--- src/design/pewc_pkg.sv ---
// ----------------------------------------------------------------------------
// pewc_pkg
// Shared types and constants of the pixel element widen/convert unit.
// ----------------------------------------------------------------------------
package pewc_pkg;

    localparam logic [1:0] MODE_U16_U32  = 2'd0;
    localparam logic [1:0] MODE_U32_F32  = 2'd1;
    localparam logic [1:0] MODE_HALF_F32 = 2'd2;
    localparam logic [1:0] MODE_PASS     = 2'd3;

    localparam logic [7:0] SINGLE_BIAS   = 8'd127;
    localparam logic [7:0] SUBN_EXP_BASE = 8'd113;
    localparam logic [7:0] EXP_ALL_ONES  = 8'hFF;
    localparam logic [4:0] HALF_EXP_MAX  = 5'h1F;
    localparam logic [7:0] HALF_REBIAS   = 8'd112;

    typedef struct packed {
        logic [31:0] element;
        logic        row_end;
        logic        frame_end;
    } t_item_in;

    typedef struct packed {
        logic [31:0] element;
        logic        row_end;
        logic        frame_end;
    } t_item_out;

    // Work carried from the normalize stage to the round/pack stage.
    typedef struct packed {
        logic [1:0]  mode;
        logic [31:0] raw;       // passthrough / widen result
        logic        zero;
        logic [4:0]  msb_pos;   // leading one position of integer
        logic [31:0] norm;      // integer shifted so leading one sits at bit 31
        logic        row_end;
        logic        frame_end;
    } t_norm;

endpackage

--- src/design/pewc_if.sv ---
// ----------------------------------------------------------------------------
// pewc_in_if / pewc_out_if
// Valid/ready channels that carry input and result items.
// ----------------------------------------------------------------------------
interface pewc_in_if;
    logic valid;
    logic ready;
    pewc_pkg::t_item_in payload;
    modport source (output valid, output payload, input ready);
    modport sink (input valid, input payload, output ready);
endinterface

interface pewc_out_if;
    logic valid;
    logic ready;
    pewc_pkg::t_item_out payload;
    modport source (output valid, output payload, input ready);
    modport sink (input valid, input payload, output ready);
endinterface

interface pewc_cfg_if;
    logic       valid;
    logic       ready;
    logic [1:0] data;
    modport source (output valid, output data, input ready);
    modport sink (input valid, input data, output ready);
endinterface

--- src/design/pewc_norm.sv ---
// ----------------------------------------------------------------------------
// pewc_norm
// Stage 1: leading-one search and left normalize of the integer element,
// and the half widening path.
// ----------------------------------------------------------------------------
module pewc_norm (
    input  logic               i_clk,
    input  logic               i_rst_n,
    input  logic               i_advance,
    input  logic               i_valid,
    input  logic [1:0]         i_mode,
    input  pewc_pkg::t_item_in i_item,
    output logic               o_valid,
    output pewc_pkg::t_norm    o_norm
);
    import pewc_pkg::*;

    logic [4:0]  lz;
    logic        found;
    logic [31:0] half_res;
    logic [4:0]  hexp;
    logic [9:0]  hman;
    logic [3:0]  hsh;
    logic        hfound;
    logic [9:0]  hman_n;
    t_norm       n_norm;
    logic        r_valid;
    t_norm       r_norm;

    always_comb begin
        lz = 5'd0;
        found = 1'b0;
        for (int k = 31; k >= 0; k--) begin
            if (!found && i_item.element[k]) begin
                found = 1'b1;
                lz = 5'(k);
            end
        end
    end

    always_comb begin
        hexp = i_item.element[14:10];
        hman = i_item.element[9:0];
        hsh = 4'd0;
        hfound = 1'b0;
        for (int k = 9; k >= 0; k--) begin
            if (!hfound && hman[k]) begin
                hfound = 1'b1;
                hsh = 4'(10 - k);
            end
        end
        hman_n = 10'(hman << hsh);
        if (hexp == 5'd0) begin
            if (hman == 10'd0) begin
                half_res = {i_item.element[15], 31'd0};
            end else begin
                half_res = {i_item.element[15], SUBN_EXP_BASE - {4'd0, hsh}, hman_n, 13'd0};
            end
        end else if (hexp == HALF_EXP_MAX) begin
            half_res = {i_item.element[15], EXP_ALL_ONES, hman, 13'd0};
        end else begin
            half_res = {i_item.element[15], {3'd0, hexp} + HALF_REBIAS, hman, 13'd0};
        end
    end

    always_comb begin
        n_norm.mode = i_mode;
        n_norm.zero = (i_item.element == 32'd0);
        n_norm.msb_pos = lz;
        n_norm.norm = i_item.element << (5'd31 - lz);
        n_norm.row_end = i_item.row_end;
        n_norm.frame_end = i_item.frame_end;
        case (i_mode)
            MODE_U16_U32:  n_norm.raw = {16'd0, i_item.element[15:0]};
            MODE_HALF_F32: n_norm.raw = half_res;
            default:       n_norm.raw = i_item.element;
        endcase
    end

    always_ff @(posedge i_clk) begin
        if (!i_rst_n) begin
            r_valid <= 1'b0;
        end else if (i_advance) begin
            r_valid <= i_valid;
        end
    end

    always_ff @(posedge i_clk) begin
        if (i_advance) begin
            r_norm <= n_norm;
        end
    end

    assign o_valid = r_valid;
    assign o_norm = r_norm;
endmodule

--- src/design/pewc_round.sv ---
// ----------------------------------------------------------------------------
// pewc_round
// Stage 2: round to nearest even and pack the single; select the result.
// ----------------------------------------------------------------------------
module pewc_round (
    input  logic                i_clk,
    input  logic                i_rst_n,
    input  logic                i_advance,
    input  logic                i_valid,
    input  pewc_pkg::t_norm     i_norm,
    output logic                o_valid,
    output pewc_pkg::t_item_out o_item
);
    import pewc_pkg::*;

    logic [23:0] keep;
    logic        guard;
    logic        sticky;
    logic        inc;
    logic [31:0] fbits;
    t_item_out   n_item;
    logic        r_valid;
    t_item_out   r_item;

    always_comb begin
        keep = i_norm.norm[31:8];
        guard = i_norm.norm[7];
        sticky = |i_norm.norm[6:0];
        inc = guard && (sticky || keep[0]);
        // Mantissa carry ripples into exponent by plain addition.
        fbits = {1'b0, SINGLE_BIAS + {3'd0, i_norm.msb_pos}, keep[22:0]}
              + {31'd0, inc};
        if (i_norm.zero) begin
            fbits = 32'd0;
        end
        n_item.row_end = i_norm.row_end;
        n_item.frame_end = i_norm.frame_end;
        if (i_norm.mode == MODE_U32_F32) begin
            n_item.element = fbits;
        end else begin
            n_item.element = i_norm.raw;
        end
    end

    always_ff @(posedge i_clk) begin
        if (!i_rst_n) begin
            r_valid <= 1'b0;
        end else if (i_advance) begin
            r_valid <= i_valid;
        end
    end

    always_ff @(posedge i_clk) begin
        if (i_advance) begin
            r_item <= n_item;
        end
    end

    assign o_valid = r_valid;
    assign o_item = r_item;
endmodule

--- src/design/pixel_element_widen_convert_unit.sv ---
// ----------------------------------------------------------------------------
// pixel_element_widen_convert_unit
// Converts one pixel channel element per item as set by the mode register.
// ----------------------------------------------------------------------------
// Takes one item per clock while the output register is empty or being taken
// and returns one result item per item via an input register, a normalize stage
// (leading-one search, left shift, half widening) and a round/pack stage. The
// three registers advance together on that condition, so a stalled consumer
// holds the whole pipe without losing or repeating items.
// Mode: 0 zero-extend u16, 1 u32 to single (nearest even), 2 half to single,
// 3 pass the element through. Row and frame end marks travel unchanged.
// Write the mode only while the pipe is empty.
module pixel_element_widen_convert_unit (
    input  logic  i_clk,
    input  logic  i_rst_n,
    pewc_cfg_if.sink  cfg,
    pewc_in_if.sink   in_ch,
    pewc_out_if.source out_ch
);
    import pewc_pkg::*;

    logic [1:0] r_mode;
    logic       advance;
    logic       r_in_valid;
    t_item_in   r_in_item;
    logic       norm_valid;
    t_norm      norm;

    // Move the whole pipe when the output slot is free or being drained.
    assign advance = !out_ch.valid || out_ch.ready;
    assign in_ch.ready = advance;
    assign cfg.ready = 1'b1;

    always_ff @(posedge i_clk) begin
        if (!i_rst_n) begin
            r_mode <= MODE_U16_U32;
        end else if (cfg.valid) begin
            r_mode <= cfg.data;
        end
    end

    // Input register: hold the accepted item.
    always_ff @(posedge i_clk) begin
        if (!i_rst_n) begin
            r_in_valid <= 1'b0;
        end else if (advance) begin
            r_in_valid <= in_ch.valid;
        end
    end

    always_ff @(posedge i_clk) begin
        if (advance) begin
            r_in_item <= in_ch.payload;
        end
    end

    pewc_norm u_norm (
        .i_clk     (i_clk),
        .i_rst_n   (i_rst_n),
        .i_advance (advance),
        .i_valid   (r_in_valid),
        .i_mode    (r_mode),
        .i_item    (r_in_item),
        .o_valid   (norm_valid),
        .o_norm    (norm)
    );

    pewc_round u_round (
        .i_clk     (i_clk),
        .i_rst_n   (i_rst_n),
        .i_advance (advance),
        .i_valid   (norm_valid),
        .i_norm    (norm),
        .o_valid   (out_ch.valid),
        .o_item    (out_ch.payload)
    );
endmodule

--- src/flat_wrapper.sv ---
// flat-port wrapper written by rule: the top's interface ports become plain ports
module pixel_element_widen_convert_unit_flat import pewc_pkg::*;
  (i_clk, i_rst_n, cfg_valid, cfg_data, cfg_ready, in_ch_valid, in_ch_payload, in_ch_ready, out_ch_valid, out_ch_payload, out_ch_ready);
  pewc_cfg_if cfg_i ();
  pewc_in_if in_ch_i ();
  pewc_out_if out_ch_i ();
  input  logic i_clk;
  input  logic i_rst_n;
  input wire logic [$bits(cfg_i.valid)-1:0] cfg_valid;
  input wire logic [$bits(cfg_i.data)-1:0] cfg_data;
  output wire logic [$bits(cfg_i.ready)-1:0] cfg_ready;
  input wire logic [$bits(in_ch_i.valid)-1:0] in_ch_valid;
  input wire logic [$bits(in_ch_i.payload)-1:0] in_ch_payload;
  output wire logic [$bits(in_ch_i.ready)-1:0] in_ch_ready;
  output wire logic [$bits(out_ch_i.valid)-1:0] out_ch_valid;
  output wire logic [$bits(out_ch_i.payload)-1:0] out_ch_payload;
  input wire logic [$bits(out_ch_i.ready)-1:0] out_ch_ready;
  assign cfg_i.valid = cfg_valid;
  assign cfg_i.data = cfg_data;
  assign cfg_ready = cfg_i.ready;
  assign in_ch_i.valid = in_ch_valid;
  assign in_ch_i.payload = in_ch_payload;
  assign in_ch_ready = in_ch_i.ready;
  assign out_ch_valid = out_ch_i.valid;
  assign out_ch_payload = out_ch_i.payload;
  assign out_ch_i.ready = out_ch_ready;
  pixel_element_widen_convert_unit u_core (.i_clk(i_clk), .i_rst_n(i_rst_n), .cfg(cfg_i), .in_ch(in_ch_i), .out_ch(out_ch_i));
endmodule
--- config.mk ---
export PLATFORM = sky130hd
export DESIGN_NAME = pixel_element_widen_convert_unit_flat
export DESIGN_NICKNAME = d
export VERILOG_FILES = /design/src/design/pewc_pkg.sv /design/src/design/pewc_if.sv /design/src/design/pewc_norm.sv /design/src/design/pewc_round.sv /design/src/design/pixel_element_widen_convert_unit.sv /design/src/flat_wrapper.sv
export SDC_FILE = /design/constraint.sdc
export NUM_CORES = 1
export LEC_CHECK = 0
export BUFFER_PORTS_ARGS = -buffer_cell sky130_fd_sc_hd__clkbuf_2
export CAP_MARGIN = 20
export CORE_MARGIN = 2
export CORE_UTILIZATION = 55
export CTS_BUF_LIST = sky130_fd_sc_hd__clkbuf_4 sky130_fd_sc_hd__clkbuf_8
export CTS_CLUSTER_SIZE = 20
export DETAILED_ROUTE_END_ITERATION = 12
export PLACE_DENSITY = 0.75
export SLEW_MARGIN = 30
export SYNTH_ARGS = -nofsm -noshare
export SYNTH_HDL_FRONTEND = slang
export SYNTH_SLANG_ARGS = --single-unit
--- constraint.sdc ---
create_clock -name i_clk -period 8.3 [get_ports i_clk]
set_input_delay 0.83 -clock i_clk [delete_from_list [all_inputs] [get_ports i_clk]]
set_output_delay 0.83 -clock i_clk [all_outputs]
set_load 0.05 [all_outputs]
==> results.json <==
{
  "setup_slack_ps": 3380,
  "drcViolationCount": 0,
  "yosysWarnings": 0,
  "fillCellCount": 1248,
  "coreArea_sq_mm": 0.0150,
  "ys_top_cells_by_area": "edfxtp_1 (51%), mux2i_1 (4.2%), nand2_1 (4.1%), o21ai_0 (3.6%), nor2_1 (3.2%)",
  "yosys.cell_count.top_type": "edfxtp_1",
  "htreeDepth": 4,
  "clock_sinks": 146,
  "finalMaxSlewViolations": 0,
  "tns_ps": 0,
  "crit_path_max_incr_delay_ps": 620,
  "yosys.area.top_type": "edfxtp_1",
  "ios": 78,
  "die-area_sq_mm": 0.0162,
  "status": "complete, no violations",
  "grt_first_pass_wirelength_um": 36700,
  "synthCells": 809,
  "period_share_pct": 59.3,
  "overflow": 0,
  "hold_viol_final": 0,
  "via_per_inst": 6.57,
  "rows": 45,
  "yosys-top-cells-count": "edfxtp_1 (141), nand2_1 (91), nor2_1 (71)",
  "cts_inserted_buffers": 17,
  "cts_tree": "built",
  "power.density_mw_per_mm2": 205,
  "crit_chain": "nor4_4 -> nand2_1 -> o32ai_2 -> nand2_1 -> nor2_1 -> inv_2 -> o21ai_0 -> o22a_1 -> o221ai_1 -> a211oi_1",
  "crit_slowest_cell": "nand2_1",
  "synth_fp_nets": 854,
  "track_usage_pct": 30.2,
  "routed_wl_um": 24100,
  "total_power_mw": 1.86,
  "die_h_um": 127,
  "reg2reg_depth": 10,
  "cp_num_cells": 10,
  "grt_max_degree": 62,
  "cpMostUsedCell": "nand2_1",
  "netlist_area_sq_mm": 0.00837,
  "routed-via-count": 6901,
  "clock_latency_ps": 460,
  "dieWidth_um": 127,
  "start_kind": "flop",
  "design_area_sq_mm": 0.00907,
  "synth.distinct_cells": 79,
  "clk_pin_slew_ps": 90,
  "worstPathRequired_ps": 8520,
  "clockBufferDepth": 2,
  "initial_utilization_pct": 55.7,
  "ir_drop_mv": 0.103,
  "final_layout_size_suffix_gt1_share_pct": 16.6,
  "cp_top_family": "simple AND/OR/NAND/NOR gates",
  "n_antenna_cell": 0,
  "synth-seq-cells": 146,
  "cts-resized-gates": 0,
  "pre_cts_slack_ps": 3620,
  "areaGrowthSynthToFinish_pct": 8.37,
  "gp_congestion": 1.04,
  "synth-seq-area-share_pct": 51.8,
  "async_reset_ff_share_pct": 0,
  "min_period_ps": 4920,
  "slew_headroom_pct": 36.2,
  "rsz0062_at_grt": "no",
  "crit_arrival_ps": 5140,
  "ant_nets": 0,
  "wl_per_cell_um": 23.0,
  "fmax_ghz": 0.203,
  "hold_depth": 0,
  "ys.flop_type": "edfxtp_1",
  "synth_edf_count": 141,
  "leakage_nw": 3.54,
  "port_buffers": 76,
  "antenna_found_initial": 0,
  "avgSynthCellArea_sq_um": 10.3,
  "place_area_sq_mm": 0.00871,
  "postCtsSetupRepairBufs": 0,
  "grt_pass1_vias": 6413,
  "finClkSkew_ps": 10.6,
  "worstMarginPinSlew_ps": 955,
  "end_kind": "flop",
  "crit_buf_inv": 1,
  "drtPass1Iterations": 7,
  "drtIter0Drc": 903,
  "nets": 895,
  "hpwl_um": 17100,
  "synth_top_cell_area_share_pct": 50.6,
  "crit_fanout": 20,
  "root_buffer": "clkbuf_8",
  "hold_buffers": 0,
  "max_cap_viol_count": 0,
  "setup_viol": 0,
  "path_class": "flop to flop",
  "final_util_pct": 60.3,
  "hp-class": "flop to flop"
}
==> metrics by stage <==
| step | cells | hold WS, ps |
|---|---|---|
| after CTS | 1051 | 436 |
| after detailed placement | 1019 | 415 |
| after global placement | 1019 | 402 |
| after global routing | 1051 | 439 |
| final | 1051 | 430 |
| after floorplan | 809 | 400 |
==> power breakdown <==
group	switching, mW	internal, mW	total, mW
Sequential	0.0729	0.900	0.973
Clock	0.298	0.214	0.512
Combinational	0.259	0.119	0.379
==> path summary, 6_finish.rpt <==
path | start | end | slack, ps
max | u_core.r_in_item[31]$_DFFE_PP_ | u_core.u_norm.o_norm[30]$_DFFE_PP_ | 3380
min | u_core.r_in_item[1]$_DFFE_PP_ | u_core.u_norm.o_norm[1]$_DFFE_PP_ | 430
max reg2reg | u_core.r_in_item[31]$_DFFE_PP_ | u_core.u_norm.o_norm[30]$_DFFE_PP_ | 3380
min reg2reg | u_core.r_in_item[1]$_DFFE_PP_ | u_core.u_norm.o_norm[1]$_DFFE_PP_ | 430
==> worst reg2reg max path: cells and delay by family, from the launching register on <==
| family | cells | cell delay (ps) |
|---|---|---|
| flops | 1 | 530 |
| simple gates | 4 | 2170 |
| buf+inv | 1 | 210 |
| compound gates | 5 | 1770 |
==> flip-flops by register name, summed over array words and instances (netlist names) <==
| name | flops |
|---|---|
| u_core.u_round.o_valid | 1 |
| u_core.u_norm.o_valid | 1 |
| u_core.r_in_item | 34 |
| u_core.r_in_valid | 1 |
| u_core.r_mode | 2 |
| u_core.u_norm.o_norm | 73 |
| u_core.u_round.o_item | 34 |
==> metal layers <==
layer	GRT usage (%)	vias to the layer above	part of all wire, %
li1	-	3119	-
met1	41.3	3270	42
met2	47.2	439	45
met3	5.95	73	8.9
met4	12.8	0	4.2
met5	0	-	0
==> area by class of cell <==
cell class / instances / area [sq um] / area share [%]
clock buffers: 17 / 234 / 2.58
repair buffers: 82 / 425 / 4.69
inverters: 20 / 80.1 / 0.883
clock inverters: 15 / 125 / 1.38
well taps: 188 / 235 / 2.59
flip-flops and latches: 146 / 4330 / 47.8
multi-input cells: 583 / 3640 / 40.1
==> cells by family after synthesis <==
kind of cell    Yosys count  synth area share, %
other cells               1               0.0448
mux                      42                 5.17
fa+ha+maj                 4                0.598
compound gates          234                 18.6
simple gates            275                 16.1
xor+xnor                 27                 2.82
buf+inv                  80                 4.87
flops                   146                 51.8
==> cell usage in the layout, fill, tap and decap left out, types with 5 or more instances in the layout <==
cell type    n
a22oi_1     10
buf_4        6
xor2_1      13
clkbuf_8    17
o22ai_1      9
a211oi_1     7
nand2b_1    10
mux2i_1     35
nor3_1      14
clkbuf_2    76
mux2_2       6
a22o_1      17
nor2b_1     12
nor2_1      71
dfxtp_1      5
and2_1      16
nand3_1     21
a31oi_1     23
and4_1       5
edfxtp_1   141
nor4_1       6
inv_1       16
inv_6        6
o21ai_0     60
nand4_1      6
a21oi_1     38
and3_1       6
o31ai_1      7
nand2_1     91
xnor2_1     14
a221oi_1     6
o21ai_1     13
Power figures use the tool's default switching activity.
